`src/rtl/gaussian_kl_divergence_accumulator_top_macros.svh`:
```
// assertion macros for the kl divergence accumulator top level
// expects clk and arst_n in the scope where a macro is used
`ifndef GAUSSIAN_KL_DIVERGENCE_ACCUMULATOR_TOP_MACROS_SVH
`define GAUSSIAN_KL_DIVERGENCE_ACCUMULATOR_TOP_MACROS_SVH

// same-cycle implication
`define GKLD_ASSERT_IMP(label, ante, cons) \
	label: assert property (@(posedge clk) disable iff (!arst_n) (ante) |-> (cons)) \
		else $error("gkld: same-cycle check failed");

// next-cycle implication
`define GKLD_ASSERT_NXT(label, ante, cons) \
	label: assert property (@(posedge clk) disable iff (!arst_n) (ante) |=> (cons)) \
		else $error("gkld: next-cycle check failed");

`endif

```
`src/rtl/gkld_pkg.sv`:
```
// shared types, constants and saturating add for the kl divergence accumulator
// no dependencies
package gkld_pkg;

	typedef enum logic [1:0] {
		MODE_FULL   = 2'd0,
		MODE_MEAN   = 2'd1,
		MODE_COV    = 2'd2,
		MODE_WEIGHT = 2'd3
	} mode_t;

	// what the back end has to compute for one request
	typedef enum logic [2:0] {
		KIND_ZERO,
		KIND_NONE,
		KIND_MEAN,
		KIND_COV,
		KIND_BOTH,
		KIND_WEIGHT
	} kind_t;

	typedef struct packed {
		kind_t              kind;
		mode_t              mode;
		logic               last;
		logic signed [31:0] mean_src;
		logic signed [31:0] mean_upd;
		logic [31:0]        var_src;
		logic [31:0]        var_upd;
		logic [16:0]        weight_src;
		logic [16:0]        weight_upd;
	} entry_t;

	localparam logic [1:0] STATUS_OK   = 2'd0;
	localparam logic [1:0] STATUS_ZERO = 2'd1;
	localparam logic [1:0] STATUS_SAT  = 2'd2;

	localparam int FLAG_ZERO = 0;
	localparam int FLAG_SAT  = 1;

	localparam logic signed [63:0] SUM_MAX = 64'sh7FFF_FFFF_FFFF_FFFF;
	localparam logic signed [63:0] SUM_MIN = 64'sh8000_0000_0000_0000;
	localparam logic signed [47:0] OUT_MAX = 48'sh7FFF_FFFF_FFFF;
	localparam logic signed [47:0] OUT_MIN = 48'sh8000_0000_0000;

	// ln(2) in q0.16
	localparam logic [15:0] LN2_Q16 = 16'd45426;

	typedef struct packed {
		logic signed [63:0] val;
		logic               ovf;
	} sat_t;

	function automatic sat_t sat_add(input logic signed [63:0] a, input logic signed [63:0] b);
		sat_t               r;
		logic signed [63:0] s;
		s     = a + b;
		r.ovf = (a[63] == b[63]) && (s[63] != a[63]);
		r.val = r.ovf ? (a[63] ? SUM_MIN : SUM_MAX) : s;
		return r;
	endfunction

endpackage

```
`src/rtl/gkld_fifo.sv`:
```
// two-entry queue between front and back end
// depends on gkld_pkg
module gkld_fifo import gkld_pkg::*; (
	input  logic   clk,
	input  logic   arst_n,
	input  logic   push,
	input  entry_t push_data,
	output logic   full,
	input  logic   pop,
	output logic   pop_valid,
	output entry_t pop_data
);

	entry_t     mem_q [2];
	logic       wr_q;
	logic       rd_q;
	logic [1:0] cnt_q;

	assign full      = (cnt_q == 2'd2);
	assign pop_valid = (cnt_q != 2'd0);
	assign pop_data  = mem_q[rd_q];

	// storage
	always_ff @(posedge clk) begin
		if (push)
			mem_q[wr_q] <= push_data;
	end

	// pointers and fill count
	always_ff @(posedge clk or negedge arst_n) begin
		if (!arst_n) begin
			wr_q  <= 1'b0;
			rd_q  <= 1'b0;
			cnt_q <= 2'd0;
		end else begin
			if (push)
				wr_q <= ~wr_q;
			if (pop)
				rd_q <= ~rd_q;
			unique case ({push, pop})
				2'b10:   cnt_q <= cnt_q + 2'd1;
				2'b01:   cnt_q <= cnt_q - 2'd1;
				default: cnt_q <= cnt_q;
			endcase
		end
	end

endmodule

```
`config.mk`:
```
export PLATFORM = sky130hd
export DESIGN_NAME = gkld_fifo
export DESIGN_NICKNAME = d
export VERILOG_FILES = /design/src/rtl/gaussian_kl_divergence_accumulator_top_macros.svh /design/src/rtl/gkld_pkg.sv /design/src/rtl/gkld_fifo.sv
export SDC_FILE = /design/constraint.sdc
export NUM_CORES = 1
export LEC_CHECK = 0
export BUFFER_PORTS_ARGS = -buffer_cell sky130_fd_sc_hd__buf_2
export CAP_MARGIN = 20
export CORE_MARGIN = 1
export CORE_UTILIZATION = 45
export DETAILED_ROUTE_END_ITERATION = 7
export PLACE_DENSITY = 0.69
export SETUP_SLACK_MARGIN = 0.4
export SKIP_LAST_GASP = 1
export SLEW_MARGIN = 15
export SYNTH_ARGS = -nofsm -noshare
export SYNTH_HDL_FRONTEND = slang
export SYNTH_SLANG_ARGS = --single-unit
```
`constraint.sdc`:
```
create_clock -name clk -period 19.89 [get_ports clk]
set_input_delay 0.9945 -clock clk [delete_from_list [all_inputs] [get_ports clk]]
set_output_delay 0.9945 -clock clk [all_outputs]
set_load 0.03 [all_outputs]
```
==> results of run 1 <==
power by group:
group          internal, µW  total, µW  switching, µW
Sequential              952       1010           61.9
Clock                   356        602            246
Combinational           332        879            546
metal layers:
layer | share of wire | wire length, µm | track usage | vias up
met1 | 0.41 | 9690 | 0.192 | 3017
met2 | 0.49 | 11600 | 0.270 | 242
met3 | 0.091 | 2160 | 0.0542 | 33
li1 | - | - | - | 2878
met5 | 0.00042 | 10 | 0 | -
met4 | 0.017 | 397 | 0.0423 | 2
path summary, 6_finish.rpt:
kind / from / end / slack, ns / depth (start not counted)
setup / recovery: rd_q / pop_data[28] / 15.65 / 3
hold / removal: arst_n / wr_q / 0.30 / 1
setup reg to reg: wr_q / mem_q[0][122] / 16.51 / 3
hold reg to reg: cnt_q[1] / cnt_q[1] / 0.48 / 1
max in group asynchronous: arst_n / rd_q / 19.45 / 1
min in group clk: cnt_q[1] / cnt_q[1] / 0.48 / 1
worst max-delay path, delay by kind of cell, from the launching register on:
family,cells,cell delay [ns]
flip-flops,1,1.13
buffers and inverters,2,1.12
multiplexers,1,0.42
cell type report:
type,count,area share
Antenna cell,1,0.000158
Clock buffer,50,0.0622
Clock inverter,9,0.00427
Inverter,1,0.000237
Multi-Input combinational cell,179,0.149
Sequential cell,340,0.644
Tap cell,378,0.0299
Timing Repair Buffer,347,0.111
kinds of logic after synthesis:
group / after synthesis / share of synthesized area
AND/OR/NAND/NOR: 5 / 0.00207
flip-flops: 340 / 0.800
multiplexers: 168 / 0.178
buffers and inverters: 20 / 0.0146
XOR/XNOR: 5 / 0.00344
adder cells (fa/ha/maj): 1 / 0.000983
through the flow:
stage | cells | util
2_1_floorplan | 539 | -
3_3_place_gp | 1245 | 0.532
3_5_place_dp | 1245 | 0.532
4_1_cts | 1304 | 0.570
5_1_grt | 1304 | 0.570
6_report | 1305 | 0.570
flip-flops by register name, indices dropped and copies added (netlist names):
signal	cells
cnt_q	2
mem_q	336
rd_q	1
wr_q	1
layout by cell type (no fill, tap or decap), drive strengths merged:
cell	instances
mux2	168
diode	1
edfxtp	336
bufinv	1
nor2b	1
xnor2	2
dfrtp	4
nor2	2
clkbuf	50
clkinv	7
inv	2
ha	1
and2	1
buf	347
xor2	3
or2	1
==> flow_summary.json, run 1 <==
{
  "status": "finished clean",
  "design_area_um2": 15800,
  "setup_viol": 0,
  "cts_tree": "yes",
  "postSynthCellCount": 539,
  "synth_area_leader_cell": "edfxtp_1",
  "num_vias": 6172,
  "track_usage": 0.158,
  "grt_max_degree": 72,
  "yosys-top-cells-count": "edfxtp_1 (336), mux2_4 (101), mux2_2 (67)",
  "crit_slowest_cell": "dfrtp_4",
  "post-place-ws_ns": 15.71,
  "port_buffers": 341,
  "fin_tns_setup_ns": 0,
  "root_buffer": "clkbuf_16",
  "skew_ns": 0.00583,
  "insertion_delay_ns": 0.49,
  "cts.clk_slew.worst_paths_ns": 0.06,
  "synthTopCellsByArea": "edfxtp_1 (79%), mux2_4 (12%), mux2_2 (5.9%), buf_6 (1.2%), dfrtp_1 (0.79%)",
  "routed_wl_um": 23900,
  "viasPerCell": 4.73,
  "hold_slack_ns": 0.300,
  "synthArstFlopShare": 0.0118,
  "p_per_area_nw_per_um2": 158,
  "postCtsHoldBufs": 0,
  "arrival_ns": 3.25,
  "ys_seq_area_frac": 0.800,
  "fin_nets": 1078,
  "cts-buffers-inserted": 36,
  "fin_crit_sh": 0.213,
  "post_cts_buffers": 0,
  "grt_pass1_vias": 6295,
  "gp_congestion": 0.713,
  "finalCriticalPeriod_ns": 4.24,
  "die-width_um": 170,
  "syn_avg_cell_area_um2": 23.6,
  "drive_gt1_frac": 0.606,
  "drtAntennaViolNets": 0,
  "critical_path.startpoint_type": "flop",
  "worst_path_largest_cell_delay_ns": 1.13,
  "fillers": 2182,
  "drtPass1Iterations": 4,
  "drc": 0,
  "cp_max_fo": 68,
  "synth_edf_count": 336,
  "die_h_um": 170,
  "setup_ws_ns": 15.65,
  "wire_per_inst_um": 18.3,
  "multi_input_comb_area_um2": 2360,
  "drt_iter0_markers": 291,
  "synth-seq-cells": 340,
  "worstPathCellList": "buf_4 > mux2_2 > buf_2",
  "tightest_slew_ns": 1.07,
  "die-area_um2": 29000,
  "grt_pass1_wl_um": 34700,
  "synth.net_count": 712,
  "io_pins": 342,
  "start_util": 0.458,
  "htreeDepth": 2,
  "hold_viol_final": 0,
  "netlist.area_leader.share": 0.793,
  "relSlewSlack": 0.283,
  "synthFlopType": "edfxtp_1",
  "critPathCaptureType": "output pin",
  "rows": 61,
  "clock-sinks": 340,
  "core_area_um2": 27800,
  "critPathKind": "reg2out",
  "drv_slew": 0,
  "ir_drop_mv": 0.160,
  "yosysMostFrequentCell": "edfxtp_1",
  "yosys_warnings": 0,
  "gr-total-overflow": 0,
  "antenna_found_initial": 3,
  "maxCapViolCount": 0,
  "ctsResizeCount": 0,
  "placed_area_um2": 14800,
  "seq_area_um2": 10200,
  "fmax_mhz": 236,
  "power_uw": 2500,
  "synthDistinctLibCells": 14,
  "leakagePower_uw": 0.00622,
  "hold_class": "in2async",
  "critPathRequiredTime_ns": 18.90,
  "dp_hpwl_um": 15700,
  "synth_area_um2": 12700,
  "rsz0062_at_grt": "false",
  "clock_path_buffers": 3,
  "area_growth_pct": 24.4
}
(Power assumes the default switching activity.)
==> inputs of run 2 (changes only) <==
--- a/config.mk
+++ b/config.mk
@@ -10,7 +10,7 @@
 export CORE_MARGIN = 1
 export CORE_UTILIZATION = 45
 export DETAILED_ROUTE_END_ITERATION = 7
-export PLACE_DENSITY = 0.69
+export PLACE_DENSITY = 0.72
 export SETUP_SLACK_MARGIN = 0.4
 export SKIP_LAST_GASP = 1
 export SLEW_MARGIN = 15
==> constraint.sdc (replaced) <==
create_clock -name clk -period 3.9 [get_ports clk]
set_input_delay 0.195 -clock clk [delete_from_list [all_inputs] [get_ports clk]]
set_output_delay 0.195 -clock clk [all_outputs]
set_load 0.03 [all_outputs]
==> flow_summary.json, run 2 (synthesis results as in run 1) <==
{
  "status": "finished clean",
  "hold_viol_final": 0,
  "drc": 0,
  "gp_congestion": 0.696,
  "cts.clk_slew.worst_paths_ns": 0.06,
  "htreeDepth": 2,
  "crit-reg2reg-launch": "wr_q",
  "placed_area_um2": 14900,
  "reg.largest.list": "mem_q: 336 flops, cnt_q: 2 flops",
  "area_growth_pct": 38.9,
  "p_per_area_nw_per_um2": 738,
  "rr_endpoint": "mem_q[0][106]",
  "drt_iter0_markers": 373,
  "fmax_mhz": 371,
  "antenna_found_initial": 3,
  "viasPerCell": 4.72,
  "drv_slew": 0,
  "fin_crit_sh": 0.691,
  "rsz0062_at_grt": "false",
  "clock_path_buffers": 3,
  "dp_hpwl_um": 15200,
  "cts-buffers-inserted": 35,
  "power_uw": 13000,
  "io_pins": 342,
  "ir_drop_mv": 0.766,
  "critPathCaptureType": "output pin",
  "worst_path_largest_cell_delay_ns": 0.99,
  "maxCapViolCount": 0,
  "die-area_um2": 29000,
  "grt_pass1_vias": 7410,
  "port_buffers": 341,
  "hold_slack_ns": 0.0404,
  "critPathRequiredTime_ns": 3.70,
  "setup_ws_ns": 1.20,
  "drive_gt1_frac": 0.518,
  "ff2ff_path_depth": 2,
  "cp_num_buf_inv": 2,
  "finalCriticalPeriod_ns": 2.70,
  "critical_path.startpoint_type": "flop",
  "insertion_delay_ns": 0.49,
  "start_util": 0.458,
  "crit_slowest_cell": "dfrtp_4",
  "final_common_cell": "buf_2",
  "top_register": "mem_q",
  "gr-total-overflow": 0,
  "hold_class": "in2async",
  "arrival_ns": 2.50,
  "setup_viol": 0,
  "drtAntennaViolNets": 0,
  "cp_max_fo": 54,
  "root_buffer": "clkbuf_16",
  "post-place-ws_ns": 1.73,
  "track_usage": 0.176,
  "rows": 61,
  "worstPathCellList": "buf_4 > mux2_2 > buf_2",
  "die_h_um": 170,
  "fin_tns_setup_ns": 0,
  "fin_nets": 1250,
  "core_area_um2": 27800,
  "die-width_um": 170,
  "rrSetupSlack_ns": 2.07,
  "critPathKind": "reg2out",
  "grt_pass1_wl_um": 39000,
  "relSlewSlack": 0.296,
  "drtPass1Iterations": 4,
  "skew_ns": 0.0105,
  "final_cell_mix": "buf_2 (341), edfxtp_1 (336), dlygate4sd3_1 (171)",
  "routed_wl_um": 25800,
  "leakagePower_uw": 0.00699,
  "tightest_slew_ns": 1.06,
  "post_cts_buffers": 0,
  "grt_max_degree": 169,
  "cp_top_family": "flip-flops",
  "largest_register_ffs": 336,
  "design_area_um2": 17700,
  "cts_tree": "yes",
  "clock-sinks": 340,
  "wire_per_inst_um": 17.4,
  "num_vias": 6999
}
==> run 2: changes by cell type in the layout (fill, tap and decap cells not counted), moves of 3 or more <==
cell,before,now
dlygate4sd3_1,0,171
buf_12,0,4
clkbuf_1,12,8
clkinv_2,2,6
diode_2,1,4
==> run 2: cell type report <==
type	count	area, µm²
diodes	4	10.0
clock buffers	48	997
clock inverters	12	109
fillers	1967	10100
inverters	1	3.75
multi-input cells	179	2360
flip-flops and latches	340	10200
well taps	378	473
repair buffers	520	3530
==> run 2: worst max path at each step <==
| stage | startpoint | end | slack [ns] | depth (start not counted) |
|---|---|---|---|---|
| floorplan | wr_q | mem_q[0][0] | 0.56 | 1 |
| global placement | rd_q | pop_data[136] | 1.74 | 3 |
| detailed placement | rd_q | pop_data[136] | 1.73 | 3 |
| CTS | rd_q | pop_data[23] | 1.19 | 3 |
| global route | rd_q | pop_data[16] | 1.10 | 3 |
| finish | rd_q | pop_data[16] | 1.20 | 3 |
==> run 2: metrics by stage <==
step            util  cells
2_1_floorplan      -    539
3_3_place_gp   0.535   1247
3_5_place_dp   0.535   1247
4_1_cts        0.636   1478
5_1_grt        0.636   1479
6_report       0.636   1482
==> run 2: power by group <==
part           total (µW)  internal (µW)  switching (µW)
logic                4700           1840            2870
registers            5150           4860             294
clock network        3180           1920            1270
total               13000           8610            4430
==> run 2: layer usage <==
metal	routed length, µm	global-route usage
met5	0	0
met2	13000	0.307
met1	10000	0.203
met4	637	0.0599
met3	2160	0.0565
==> run 2: timing repair <==
action,CTS,global route
hold buffers,171,0
gates resized for setup,0,0
hold endpoints to repair,342,0
==> inputs of run 3 (changes only) <==
--- a/config.mk
+++ b/config.mk
@@ -10,7 +10,7 @@
 export CORE_MARGIN = 1
 export CORE_UTILIZATION = 45
 export DETAILED_ROUTE_END_ITERATION = 7
-export PLACE_DENSITY = 0.72
+export PLACE_DENSITY = 0.69
 export SETUP_SLACK_MARGIN = 0.4
 export SKIP_LAST_GASP = 1
 export SLEW_MARGIN = 15
==> constraint.sdc (replaced) <==
create_clock -name clk -period 2.7 [get_ports clk]
set_input_delay 0.135 -clock clk [delete_from_list [all_inputs] [get_ports clk]]
set_output_delay 0.135 -clock clk [all_outputs]
set_load 0.03 [all_outputs]
==> flow_summary.json, run 3 (synthesis results as in run 1) <==
{
  "status": "finished clean",
  "fmax_mhz": 463,
  "io_pins": 342,
  "combPwrFrac": 0.377,
  "root_buffer": "clkbuf_16",
  "clock-sinks": 340,
  "cp_num_buf_inv": 2,
  "fillers": 1938,
  "crit_slowest_cell": "dfrtp_4",
  "leakagePower_uw": 0.00702,
  "start_util": 0.458,
  "die_h_um": 170,
  "p_per_area_nw_per_um2": 1060,
  "fin_crit_sh": 0.800,
  "critPathRequiredTime_ns": 2.57,
  "viasPerCell": 4.77,
  "final_cell_mix": "buf_2 (341), edfxtp_1 (336), dlygate4sd3_1 (172)",
  "p_sw_frac": 0.345,
  "setup_viol": 0,
  "drtPass1Iterations": 4,
  "placed_area_um2": 15000,
  "arrival_ns": 2.03,
  "core_area_um2": 27800,
  "critical_path.startpoint_type": "flop",
  "switching_power_uw": 6510,
  "p_int_uw": 12400,
  "insertion_delay_ns": 0.50,
  "drv_slew": 0,
  "post-place-ws_ns": 0.902,
  "cp_top_family": "flip-flops",
  "design_area_um2": 17800,
  "finalCriticalPeriod_ns": 2.16,
  "port_buffers": 341,
  "drt_iter0_markers": 299,
  "critPathKind": "reg2out",
  "hold_slack_ns": 0.352,
  "gr-total-overflow": 0,
  "dp_hpwl_um": 16100,
  "hold_class": "in2reg",
  "worstPathCellList": "buf_12 > mux2_2 > buf_2",
  "die-width_um": 170,
  "reg.largest.list": "mem_q: 336 flops, cnt_q: 2 flops",
  "htreeDepth": 2,
  "drive_gt1_frac": 0.516,
  "dr_wl_met3_um": 2570,
  "largest_register_ffs": 336,
  "hold_viol_final": 0,
  "cts.clk_slew.worst_paths_ns": 0.06,
  "relSlewSlack": 0.612,
  "clkPwrFrac": 0.236,
  "wl_met1_um": 9960,
  "ir_drop_mv": 0.735,
  "drc": 0,
  "area_growth_pct": 39.5,
  "final_common_cell": "buf_2",
  "routed_wl_um": 27000,
  "gp_congestion": 0.742,
  "cts-buffers-inserted": 36,
  "wire_per_inst_um": 18.1,
  "skew_ns": 0.0110,
  "multi_input_comb_area_um2": 2360,
  "num_vias": 7106,
  "setup_ws_ns": 0.540,
  "drtAntennaViolNets": 0,
  "cp_max_fo": 45,
  "fin_nets": 1260,
  "rsz0062_at_grt": "false",
  "ctsResizeCount": 0,
  "maxCapViolCount": 0,
  "top_register": "mem_q",
  "critPathCaptureType": "output pin",
  "rows": 61,
  "pwr-share-seq": 0.387,
  "clock_path_buffers": 3,
  "antenna_found_initial": 1,
  "seq_area_um2": 10200,
  "cts_tree": "yes",
  "grt_max_degree": 91,
  "track_usage": 0.181,
  "grt_pass1_vias": 7657,
  "met2WireLength_um": 13700,
  "worst_path_largest_cell_delay_ns": 0.61,
  "grt_pass1_wl_um": 39600,
  "tightest_slew_ns": 0.582,
  "dr.max_layer_used": "met4",
  "die-area_um2": 29000
}
-- run 3: changes by cell type in the layout (fill, tap and decap cells not counted), sizes merged --
cell / delta
buf: +8
bufinv: -1
clkbuf: -2
clkinv: +3
clkinvlp: +1
dlygate4sd3: +1
diode: -3
-- run 3: final timing paths --
| path | slack [ns] | to | depth (start not counted) | start |
|---|---|---|---|---|
| worst max-delay path | 0.54 | pop_data[21] | 3 | rd_q |
| worst min-delay path | 0.35 | mem_q[0][31] | 2 | push_data[31] |
| worst max register to register | 1.04 | mem_q[1][103] | 2 | wr_q |
| worst min register to register | 0.49 | cnt_q[1] | 1 | cnt_q[1] |
| max in group asynchronous | 1.92 | rd_q | 3 | arst_n |
| min in group asynchronous | 0.56 | cnt_q[1] | 3 | arst_n |
-- run 3: cell type report --
type,count,share of cell area
clock inverter,15,0.00535
sequential,340,0.574
multi-input combinational,179,0.133
inverter,1,0.000211
tap,378,0.0266
timing repair buffer,529,0.207
clock buffer,46,0.0540
antenna,1,0.000141
-- run 3: power by group through the flow --
stage / logic, µW / registers [µW] / clock network [µW]
after global placement: 6840 / 7380 / 0
after CTS: 7130 / 7310 / 4550
after detailed placement: 6840 / 7450 / 0
after floorplan: 5240 / 7350 / 0
final: 7110 / 7310 / 4460
after global routing: 7450 / 7390 / 4770
-- run 3: layer usage --
layer,track usage,up-vias
li1,-,3253
met1,0.193,3485
met2,0.326,310
met3,0.0658,58
met4,0.0678,0
met5,0,-
-- run 3: timing repair --
action                     4_1_cts  5_1_grt
setup endpoints to repair       41        0
hold buffers                   172        0
hold endpoints to repair       343        0
setup buffers                    1        0
-- run 3: per-stage QoR --
stage / setup TNS [ns] / utilization / std cells / power (µW)
2_1_floorplan: -144.51 / - / 539 / 12600
3_3_place_gp: 0 / 0.539 / 1254 / 14200
3_5_place_dp: 0 / 0.539 / 1254 / 14300
4_1_cts: 0 / 0.639 / 1488 / 19000
5_1_grt: 0 / 0.639 / 1489 / 19600
6_report: 0 / 0.639 / 1489 / 18900
