$ cat src/rtl/gaussian_kl_divergence_accumulator_top_macros.svh
// assertion macros for the kl divergence accumulator top level
// expects clk and arst_n in the scope where a macro is used
`ifndef GAUSSIAN_KL_DIVERGENCE_ACCUMULATOR_TOP_MACROS_SVH
`define GAUSSIAN_KL_DIVERGENCE_ACCUMULATOR_TOP_MACROS_SVH

// same-cycle implication
`define GKLD_ASSERT_IMP(label, ante, cons) \
	label: assert property (@(posedge clk) disable iff (!arst_n) (ante) |-> (cons)) \
		else $error("gkld: same-cycle check failed");

// next-cycle implication
`define GKLD_ASSERT_NXT(label, ante, cons) \
	label: assert property (@(posedge clk) disable iff (!arst_n) (ante) |=> (cons)) \
		else $error("gkld: next-cycle check failed");

`endif

$ cat src/rtl/gkld_pkg.sv
// shared types, constants and saturating add for the kl divergence accumulator
// no dependencies
package gkld_pkg;

	typedef enum logic [1:0] {
		MODE_FULL   = 2'd0,
		MODE_MEAN   = 2'd1,
		MODE_COV    = 2'd2,
		MODE_WEIGHT = 2'd3
	} mode_t;

	// what the back end has to compute for one request
	typedef enum logic [2:0] {
		KIND_ZERO,
		KIND_NONE,
		KIND_MEAN,
		KIND_COV,
		KIND_BOTH,
		KIND_WEIGHT
	} kind_t;

	typedef struct packed {
		kind_t              kind;
		mode_t              mode;
		logic               last;
		logic signed [31:0] mean_src;
		logic signed [31:0] mean_upd;
		logic [31:0]        var_src;
		logic [31:0]        var_upd;
		logic [16:0]        weight_src;
		logic [16:0]        weight_upd;
	} entry_t;

	localparam logic [1:0] STATUS_OK   = 2'd0;
	localparam logic [1:0] STATUS_ZERO = 2'd1;
	localparam logic [1:0] STATUS_SAT  = 2'd2;

	localparam int FLAG_ZERO = 0;
	localparam int FLAG_SAT  = 1;

	localparam logic signed [63:0] SUM_MAX = 64'sh7FFF_FFFF_FFFF_FFFF;
	localparam logic signed [63:0] SUM_MIN = 64'sh8000_0000_0000_0000;
	localparam logic signed [47:0] OUT_MAX = 48'sh7FFF_FFFF_FFFF;
	localparam logic signed [47:0] OUT_MIN = 48'sh8000_0000_0000;

	// ln(2) in q0.16
	localparam logic [15:0] LN2_Q16 = 16'd45426;

	typedef struct packed {
		logic signed [63:0] val;
		logic               ovf;
	} sat_t;

	function automatic sat_t sat_add(input logic signed [63:0] a, input logic signed [63:0] b);
		sat_t               r;
		logic signed [63:0] s;
		s     = a + b;
		r.ovf = (a[63] == b[63]) && (s[63] != a[63]);
		r.val = r.ovf ? (a[63] ? SUM_MIN : SUM_MAX) : s;
		return r;
	endfunction

endpackage

$ cat src/rtl/gkld_chan_if.sv
// valid/ready channels for input requests and results
// no dependencies
interface gkld_item_if;
	logic               valid;
	logic               ready;
	logic signed [31:0] mean_src;
	logic signed [31:0] mean_upd;
	logic [31:0]        var_src;
	logic [31:0]        var_upd;
	logic [16:0]        weight_src;
	logic [16:0]        weight_upd;
	logic               last_element;

	modport source(output valid, mean_src, mean_upd, var_src, var_upd, weight_src,
		weight_upd, last_element, input ready);
	modport sink(input valid, mean_src, mean_upd, var_src, var_upd, weight_src,
		weight_upd, last_element, output ready);
endinterface


$ cat src/rtl/gkld_front.sv
// front end: accepts requests and classifies the work each one needs
// depends on gkld_pkg and gkld_item_if
module gkld_front import gkld_pkg::*; (
	gkld_item_if.sink item,
	input  mode_t     mode,
	input  logic      fifo_full,
	output logic      push,
	output entry_t    push_data
);

	// accept whenever the queue has room
	assign item.ready = !fifo_full;
	assign push       = item.valid && !fifo_full;

	// classify by mode and zero operands
	always_comb begin
		push_data.mode       = mode;
		push_data.last       = item.last_element;
		push_data.mean_src   = item.mean_src;
		push_data.mean_upd   = item.mean_upd;
		push_data.var_src    = item.var_src;
		push_data.var_upd    = item.var_upd;
		push_data.weight_src = item.weight_src;
		push_data.weight_upd = item.weight_upd;
		unique case (mode)
			MODE_FULL: begin
				push_data.kind = (item.var_src == '0 || item.var_upd == '0) ? KIND_ZERO : KIND_BOTH;
			end
			MODE_MEAN: begin
				push_data.kind = (item.var_src == '0) ? KIND_ZERO : KIND_MEAN;
			end
			MODE_COV: begin
				push_data.kind = (item.var_src == '0 || item.var_upd == '0) ? KIND_ZERO : KIND_COV;
			end
			default: begin
				// zero target weight contributes nothing, without a flag
				if (item.weight_upd == '0)
					push_data.kind = KIND_NONE;
				else if (item.weight_src == '0)
					push_data.kind = KIND_ZERO;
				else
					push_data.kind = KIND_WEIGHT;
			end
		endcase
	end

endmodule

$ cat src/flat_wrapper.sv
// flat-port wrapper written by rule: the top's interface ports become plain ports
module gkld_front_flat import gkld_pkg::*;
  (mode, fifo_full, push, push_data, item_valid, item_mean_src, item_mean_upd, item_var_src, item_var_upd, item_weight_src, item_weight_upd, item_last_element, item_ready);
  gkld_item_if item_i ();
  input  mode_t mode;
  input  logic fifo_full;
  output logic push;
  output entry_t push_data;
  input wire logic [$bits(item_i.valid)-1:0] item_valid;
  input wire logic [$bits(item_i.mean_src)-1:0] item_mean_src;
  input wire logic [$bits(item_i.mean_upd)-1:0] item_mean_upd;
  input wire logic [$bits(item_i.var_src)-1:0] item_var_src;
  input wire logic [$bits(item_i.var_upd)-1:0] item_var_upd;
  input wire logic [$bits(item_i.weight_src)-1:0] item_weight_src;
  input wire logic [$bits(item_i.weight_upd)-1:0] item_weight_upd;
  input wire logic [$bits(item_i.last_element)-1:0] item_last_element;
  output wire logic [$bits(item_i.ready)-1:0] item_ready;
  assign item_i.valid = item_valid;
  assign item_i.mean_src = item_mean_src;
  assign item_i.mean_upd = item_mean_upd;
  assign item_i.var_src = item_var_src;
  assign item_i.var_upd = item_var_upd;
  assign item_i.weight_src = item_weight_src;
  assign item_i.weight_upd = item_weight_upd;
  assign item_i.last_element = item_last_element;
  assign item_ready = item_i.ready;
  gkld_front u_core (.item(item_i), .mode(mode), .fifo_full(fifo_full), .push(push), .push_data(push_data));
endmodule
$ cat config.mk
export PLATFORM = sky130hd
export DESIGN_NAME = gkld_front_flat
export DESIGN_NICKNAME = d
export VERILOG_FILES = /design/src/rtl/gaussian_kl_divergence_accumulator_top_macros.svh /design/src/rtl/gkld_pkg.sv /design/src/rtl/gkld_chan_if.sv /design/src/rtl/gkld_front.sv /design/src/flat_wrapper.sv
export SDC_FILE = /design/constraint.sdc
export NUM_CORES = 1
export LEC_CHECK = 0
export ABC_AREA = 1
export BUFFER_PORTS_ARGS = -buffer_cell sky130_fd_sc_hd__clkbuf_2
export CAP_MARGIN = 20
export CORE_AREA = 2 2 132 134
export DETAILED_ROUTE_END_ITERATION = 8
export DIE_AREA = 0 0 134 136
export GPL_TIMING_DRIVEN = 0
export SLEW_MARGIN = 20
export SYNTH_ARGS = -nofsm -noshare
export SYNTH_HDL_FRONTEND = slang
export SYNTH_SLANG_ARGS = --single-unit
$ cat constraint.sdc
create_clock -name vclk -period 1
set_clock_uncertainty 0.2 [all_clocks]
set_input_delay 0.05 -clock vclk [all_inputs]
set_output_delay 0.05 -clock vclk [all_outputs]
set_load 0.1 [all_outputs]
==> results of run 1 <==
## layer usage
layer	wire (um)	global-route usage, %	up-vias
met5	0	0	-
met4	0	0	0
met3	540	0.5593	0
met2	3647	11.42	127
met1	2996	9.036	953
li1	-	-	1248
## area by class of cell
cell class         count  area, sq um  share of cell area (%)
inverters             26        97.59                   2.660
well taps            225        281.5                   7.674
repair buffers       273         1465                   39.94
multi-input cells     99        585.6                   15.96
plain buffers        165         1239                   33.77
## worst paths after layout
path,end,slack [ns],cells after the start
setup / recovery,push_data[166],-0.35,9
hold / removal,push_data[114],0.36,2
## report_power, final
part	switching (W)	internal (W)
clock	0	0
combinational	0.00312	0.000880
sequential	0	0
total	0.00312	0.000880
## cells by family (layout without fill, tap and decap cells)
group,count (synthesis),after routing
buffers and inverters,191,464
AND/OR/NAND/NOR,99,99
## worst max-delay path, stage by stage
cell       delay [ns]
clkbuf_2         0.09
nor2_2           0.09
and2_4           0.14
nand2_1          0.07
nor2_4           0.16
nand2_4          0.10
nand3_4          0.14
nand2_8          0.06
clkbuf_16        0.19
## metrics by stage
stage	utilization, %	cell area [sq um]	setup slack, ns
after floorplan	-	1812	-0.05507
after global placement	20.47	3455	-0.7437
after detailed placement	20.47	3455	-0.7399
after CTS	21.23	3582	-0.3909
after global routing	21.74	3669	-0.4314
final	21.74	3669	-0.3483
## placed cells by master, fill, tap and decap left out
cell / synthesis / routed
clkbuf_2: 0 / 261
buf_4: 165 / 166
nor2_1: 51 / 35
inv_1: 26 / 24
nand2_1: 31 / 23
nor2_2: 1 / 12
nor2_4: 0 / 5
buf_6: 0 / 5
and2_1: 5 / 4
nand4_1: 3 / 3
nand2_2: 0 / 3
nand3_2: 0 / 3
nand2_8: 0 / 3
clkbuf_16: 0 / 3
nand2_4: 0 / 2
inv_2: 0 / 2
nand3_4: 0 / 2
or2_1: 2 / 2
clkbuf_4: 0 / 2
and2_4: 0 / 1
nor3_1: 1 / 1
buf_2: 0 / 1
## what timing repair did
item / 4_1_cts / 5_1_grt
gates resized for setup: 28 / 23
endpoints found under the setup margin: 5 / 4
setup buffers: 0 / 1
pin swaps: 10 / 16
==> impl_metrics.prom, run 1 <==
# TYPE chip_impl_metric gauge
chip_impl_info{name="outcome",value="finished, violations left"} 1
chip_impl_info{name="failed_checks",value="negative setup slack"} 1
chip_impl_metric{name="setup_ws",unit="ns"} -0.3483
chip_impl_info{name="min-delay-path-class",value="in2out"} 1
chip_impl_metric{name="final.setup.tns",unit="ns"} -1.013
chip_impl_metric{name="die_x",unit="um"} 134
chip_impl_metric{name="syn-num-nets",unit=""} 457
chip_impl_metric{name="layout_worst_path_cycle_share",unit="%"} 134.8
chip_impl_metric{name="coreArea",unit="sq mm"} 0.01688
chip_impl_metric{name="power.density_cell_area",unit="mW/mm^2"} 1091
chip_impl_metric{name="synthAdderAreaFrac",unit="%"} 0
chip_impl_info{name="largest_family_of_logic_cells_by_synthesized_area",value="buffers and inverters"} 1
chip_impl_metric{name="report.power.total",unit="W"} 0.004002
chip_impl_metric{name="critPathMaxFanout",unit=""} 3
chip_impl_metric{name="area_fraction_of_the_dominant_cell_type_after_synthesis",unit="%"} 71.07
chip_impl_info{name="yosys.cell_count.top_type",value="buf_4"} 1
chip_impl_metric{name="final_hold_viol_count",unit=""} 0
chip_impl_metric{name="route.detailed.drc",unit=""} 0
chip_impl_metric{name="maxSlewHeadroom",unit="%"} 62.34
chip_impl_metric{name="1st_pass_router_iterations",unit=""} 4
chip_impl_info{name="worst_setup_path_startpoint",value="item_var_src[8]"} 1
chip_impl_metric{name="post_synthesis_instance_area",unit="sq mm"} 0.001743
chip_impl_info{name="netlist_top_cells_count",value="165 x buf_4, 51 x nor2_1, 31 x nand2_1"} 1
chip_impl_metric{name="place_inst",unit=""} 787
chip_impl_metric{name="first_global_vias",unit=""} 1897
chip_impl_metric{name="yosysWarningCount",unit=""} 0
chip_impl_metric{name="n_clock_buffer",unit=""} 0
chip_impl_metric{name="groute.usage.overall",unit="%"} 6.451
chip_impl_metric{name="cts_hold_repair.buffers",unit=""} 0
chip_impl_metric{name="muxShareOfSynthArea",unit="%"} 0
chip_impl_metric{name="final_period_minus_worst_setup_slack",unit="ns"} 1.348
chip_impl_metric{name="port_buffers",unit=""} 272
chip_impl_metric{name="rows",unit=""} 48
chip_impl_info{name="cells_taking_the_most_area_after_synthesis",value="buf_4 71%, nor2_1 11%, nand2_1 6.7%"} 1
chip_impl_metric{name="synthXorXnorAreaFrac",unit="%"} 0
chip_impl_info{name="rsz0062_at_grt",value="true"} 1
chip_impl_metric{name="avgSynthCellArea",unit="sq um"} 6.010
chip_impl_info{name="criticalPathCategory",value="in2out"} 1
chip_impl_metric{name="detail_route.iter0.violations",unit=""} 25
chip_impl_metric{name="report.final.setup_viol",unit=""} 3
chip_impl_metric{name="finish.net_count",unit=""} 732
chip_impl_metric{name="maxCapViolCount",unit=""} 0
chip_impl_metric{name="routed_via_density",unit=""} 2.954
chip_impl_metric{name="avgRoutedWirePerCell",unit="um"} 9.117
chip_impl_metric{name="grt_max_degree",unit=""} 6
chip_impl_metric{name="dpl.hpwl",unit="um"} 6908
chip_impl_metric{name="final.hold.worst_slack",unit="ns"} 0.3614
chip_impl_info{name="synth_largest_area_cell",value="buf_4"} 1
chip_impl_metric{name="die_area",unit="sq mm"} 0.01822
chip_impl_metric{name="leakage",unit="nW"} 2.312
chip_impl_metric{name="fraction_of_the_mapped_netlist_area_in_compound_gates",unit="%"} 0
chip_impl_metric{name="area.sequential",unit="sq um"} 0
chip_impl_metric{name="grt_pass1_wl",unit="um"} 9466
chip_impl_metric{name="vias",unit=""} 2328
chip_impl_metric{name="layout-area-overhead-vs-synth",unit="%"} 110.5
chip_impl_metric{name="timing_max_transition_violations_final",unit=""} 0
chip_impl_metric{name="post_route_antenna_net_violation_count",unit=""} 0
chip_impl_info{name="startpoint_type",value="input port"} 1
chip_impl_info{name="timing.critical_path.to_type",value="output pin"} 1
chip_impl_metric{name="ioPinCount",unit=""} 337
chip_impl_metric{name="stdcell_count",unit=""} 788
chip_impl_metric{name="worst_ep_arrival_time",unit="ns"} 1.10
chip_impl_metric{name="routed_wirelength",unit="um"} 7184
chip_impl_metric{name="fillerInstances",unit=""} 1880
chip_impl_metric{name="drive_above_1_share",unit="%"} 83.66
chip_impl_metric{name="synth_simple_gate_area_share",unit="%"} 23.33
chip_impl_metric{name="post_synth_inst_count",unit=""} 290
chip_impl_metric{name="part_of_the_yosys_area_used_for_sequential_elements",unit="%"} 0
chip_impl_info{name="hold_path_startpoint",value="item_mean_upd[16]"} 1
chip_impl_metric{name="n_antenna_cell",unit=""} 0
chip_impl_metric{name="design.seq.count",unit=""} 0
chip_impl_metric{name="antenna_found_initial",unit=""} 0
chip_impl_metric{name="finalWeightedCongestion",unit=""} 0.7463
chip_impl_metric{name="worst_max_slew_pin_slew",unit="ns"} 0.5673
chip_impl_metric{name="synth_cell_types",unit=""} 10
chip_impl_metric{name="ir_worst_vdd",unit="mV"} 0.4675
chip_impl_metric{name="achievable-frequency",unit="MHz"} 741.6
chip_impl_metric{name="floorplan.die.height",unit="um"} 136
chip_impl_metric{name="globalRouteOverflowTotal",unit=""} 0
chip_impl_metric{name="critical_path_required",unit="ns"} 0.75
chip_impl_metric{name="initial_core_util",unit="%"} 10.33
Power figures use the tool's default switching activity.
==> inputs of run 2 (changes only) <==
Settings changed: MAX_ROUTING_LAYER set to met4.
Clock period 1 ns to 1.38 ns, I/O delays scaled along.
==> run 2 against run 1 <==
- the flow now finishes without violations
- sequential share of layout area unchanged
- via count rose by 3.6%
- wire length grew 1.5%
- count of clock-buffer cells in the layout unchanged
- power decreased by 28%
- hold slack improved by 0.038 ns
- critical path depth decreased by 1
- non-clock buffer count decreased by 1
- flip-flop and latch count is the same
- cell count shrank 0.13%
- largest power group unchanged
==> impl_metrics.prom, run 2 (synthesized netlist as in run 1, its figures left out) <==
# TYPE chip_impl_metric gauge
chip_impl_metric{name="grt_max_degree",unit=""} 6
chip_impl_metric{name="fillerInstances",unit=""} 1886
chip_impl_metric{name="routed_via_density",unit=""} 3.065
chip_impl_info{name="startpoint_type",value="input port"} 1
chip_impl_metric{name="power_switching_share",unit="%"} 78.03
chip_impl_metric{name="pwr-share-seq",unit="%"} 0
chip_impl_metric{name="gr-usage-met3",unit="%"} 0.4474
chip_impl_metric{name="floorplan.die.height",unit="um"} 136
chip_impl_metric{name="route.detailed.drc",unit=""} 0
chip_impl_metric{name="worst_max_slew_pin_slew",unit="ns"} 0.5731
chip_impl_metric{name="critical-path-max-stage-delay",unit="ns"} 0.23
chip_impl_metric{name="layout_worst_path_cycle_share",unit="%"} 97.91
chip_impl_metric{name="first_global_vias",unit=""} 2012
chip_impl_metric{name="die_area",unit="sq mm"} 0.01822
chip_impl_metric{name="internal_power",unit="W"} 0.0006360
chip_impl_metric{name="design.seq.count",unit=""} 0
chip_impl_info{name="final_common_cell",value="clkbuf_2"} 1
chip_impl_metric{name="n_antenna_cell",unit=""} 0
chip_impl_metric{name="rows",unit=""} 48
chip_impl_info{name="worst_setup_path_startpoint",value="item_weight_upd[0]"} 1
chip_impl_metric{name="antenna_found_initial",unit=""} 0
chip_impl_metric{name="die_x",unit="um"} 134
chip_impl_metric{name="ioPinCount",unit=""} 337
chip_impl_metric{name="post_route_antenna_net_violation_count",unit=""} 0
chip_impl_metric{name="setup_ws",unit="ns"} 0.02888
chip_impl_metric{name="routed_wirelength",unit="um"} 7292
chip_impl_metric{name="clock_group_share_of_total_power",unit="%"} 0
chip_impl_metric{name="achievable-frequency",unit="MHz"} 740.1
chip_impl_metric{name="share_of_power_burned_in_combinational_logic",unit="%"} 100.0
chip_impl_metric{name="vias",unit=""} 2412
chip_impl_metric{name="avgRoutedWirePerCell",unit="um"} 9.266
chip_impl_metric{name="dpl.hpwl",unit="um"} 6935
chip_impl_metric{name="timing_max_transition_violations_final",unit=""} 0
chip_impl_metric{name="critical_path_required",unit="ns"} 1.11
chip_impl_metric{name="leakage",unit="nW"} 2.334
chip_impl_metric{name="grt.met1_usage",unit="%"} 7.631
chip_impl_metric{name="critPathMaxFanout",unit=""} 2
chip_impl_metric{name="layout-area-overhead-vs-synth",unit="%"} 109.9
chip_impl_metric{name="worst_ep_arrival_time",unit="ns"} 1.08
chip_impl_info{name="criticalPathCategory",value="in2out"} 1
chip_impl_metric{name="groute.usage.overall",unit="%"} 6.639
chip_impl_info{name="outcome",value="complete, no violations"} 1
chip_impl_info{name="min-delay-path-class",value="in2out"} 1
chip_impl_info{name="worst_setup_path_endpoint",value="push_data[165]"} 1
chip_impl_metric{name="final_hold_viol_count",unit=""} 0
chip_impl_info{name="cpMaxStageDelayCell",value="or2_1"} 1
chip_impl_metric{name="place_inst",unit=""} 787
chip_impl_metric{name="power_switching",unit="W"} 0.002258
chip_impl_metric{name="worstSetupPathDepth",unit=""} 8
chip_impl_metric{name="report.final.setup_viol",unit=""} 0
chip_impl_info{name="rsz0062_at_grt",value="true"} 1
chip_impl_metric{name="whs_path_depth",unit=""} 2
chip_impl_metric{name="n_clock_buffer",unit=""} 0
chip_impl_metric{name="multi_input_area",unit="sq um"} 566.8
chip_impl_metric{name="initial_core_util",unit="%"} 10.33
chip_impl_info{name="crit_path_cell_trace",value="buf_6 > or2_1 > nor2_2 > nand3_2 > nand2_2 > nand2_2 > nand2_4 > clkbuf_16"} 1
chip_impl_metric{name="1st_pass_router_iterations",unit=""} 4
chip_impl_metric{name="area.sequential",unit="sq um"} 0
chip_impl_metric{name="globalRouteOverflowTotal",unit=""} 0
chip_impl_info{name="critical-path-top-cell-by-count",value="nand2_2"} 1
chip_impl_metric{name="finish.net_count",unit=""} 731
chip_impl_metric{name="finalWeightedCongestion",unit=""} 0.7760
chip_impl_metric{name="port_buffers",unit=""} 272
chip_impl_info{name="kind_of_cell_adding_the_most_delay_to_the_critical_path",value="simple AND/OR/NAND/NOR gates"} 1
chip_impl_metric{name="grt_pass1_wl",unit="um"} 9577
chip_impl_info{name="layout_common_cells",value="260 x clkbuf_2, 166 x buf_4, 38 x nor2_1"} 1
chip_impl_metric{name="cp.buffers_inverters",unit=""} 2
chip_impl_metric{name="final_period_minus_worst_setup_slack",unit="ns"} 1.351
chip_impl_metric{name="stdcell_count",unit=""} 787
chip_impl_metric{name="detail_route.iter0.violations",unit=""} 31
chip_impl_metric{name="power.density_cell_area",unit="mW/mm^2"} 791.1
chip_impl_metric{name="maxCapViolCount",unit=""} 0
chip_impl_metric{name="coreArea",unit="sq mm"} 0.01688
chip_impl_metric{name="maxSlewHeadroom",unit="%"} 61.96
chip_impl_metric{name="ir_worst_vdd",unit="mV"} 0.3783
chip_impl_metric{name="final.hold.worst_slack",unit="ns"} 0.3997
chip_impl_metric{name="place_ws",unit="ns"} -0.3828
chip_impl_metric{name="drive_above_1_share",unit="%"} 84.88
chip_impl_info{name="timing.critical_path.to_type",value="output pin"} 1
chip_impl_metric{name="met2_usage_in_global_routing",unit="%"} 13.30
chip_impl_info{name="grt_busiest_layer",value="met2"} 1
[run 2: per-layer routing]
| layer | vias up | wire, um |
|---|---|---|
| met2 | 165 | 3995 |
| met5 | - | 0 |
| met4 | 0 | 0 |
| met1 | 1004 | 2633 |
| met3 | 0 | 663 |
| li1 | 1243 | - |
[run 2: layout make-up]
cell class                 count  area share (%)
buffer                       165           33.86
inverter                      26           2.668
multi-input combinational     99           15.49
tap                          225           7.695
timing repair buffer         272           40.29
[run 2: how the worst min path moves through the flow]
| stage | start | end | slack [ns] |
|---|---|---|---|
| 2_1_floorplan | fifo_full | push | 0.11 |
| 4_1_cts | item_mean_upd[8] | push_data[106] | 0.40 |
| 6_report | item_mean_src[27] | push_data[157] | 0.40 |
| 5_1_grt | item_mean_upd[8] | push_data[106] | 0.40 |
| 3_3_place_gp | item_mean_src[28] | push_data[158] | 0.40 |
| 3_5_place_dp | item_mean_upd[8] | push_data[106] | 0.40 |
[run 2: power groups by stage]
stage | Combinational, W | Clock (W) | Sequential [W]
6_report | 0.00289 | 0 | 0
5_1_grt | 0.00298 | 0 | 0
4_1_cts | 0.00287 | 0 | 0
3_5_place_dp | 0.00283 | 0 | 0
3_3_place_gp | 0.00283 | 0 | 0
2_1_floorplan | 0.00240 | 0 | 0
[run 2: metrics by stage]
| stage | total power (W) | setup TNS [ns] | utilization [%] | area [sq um] |
|---|---|---|---|---|
| detailed placement | 0.002831 | -1.062 | 20.12 | 3396 |
| global placement | 0.002828 | -1.034 | 20.12 | 3396 |
| CTS | 0.002875 | -0.09117 | 20.82 | 3513 |
| finish | 0.002894 | 0 | 21.68 | 3659 |
| global route | 0.002980 | -0.03292 | 21.68 | 3659 |
| floorplan | 0.002395 | 0 | - | 1753 |
[run 2: repair_timing]
action / CTS / global route
gates resized for setup: 25 / 48
pin swaps: 7 / 27
setup endpoints to repair: 3 / 3
hold buffers: 0 / 0
gates cloned: 0 / 0
setup buffers: 0 / 0
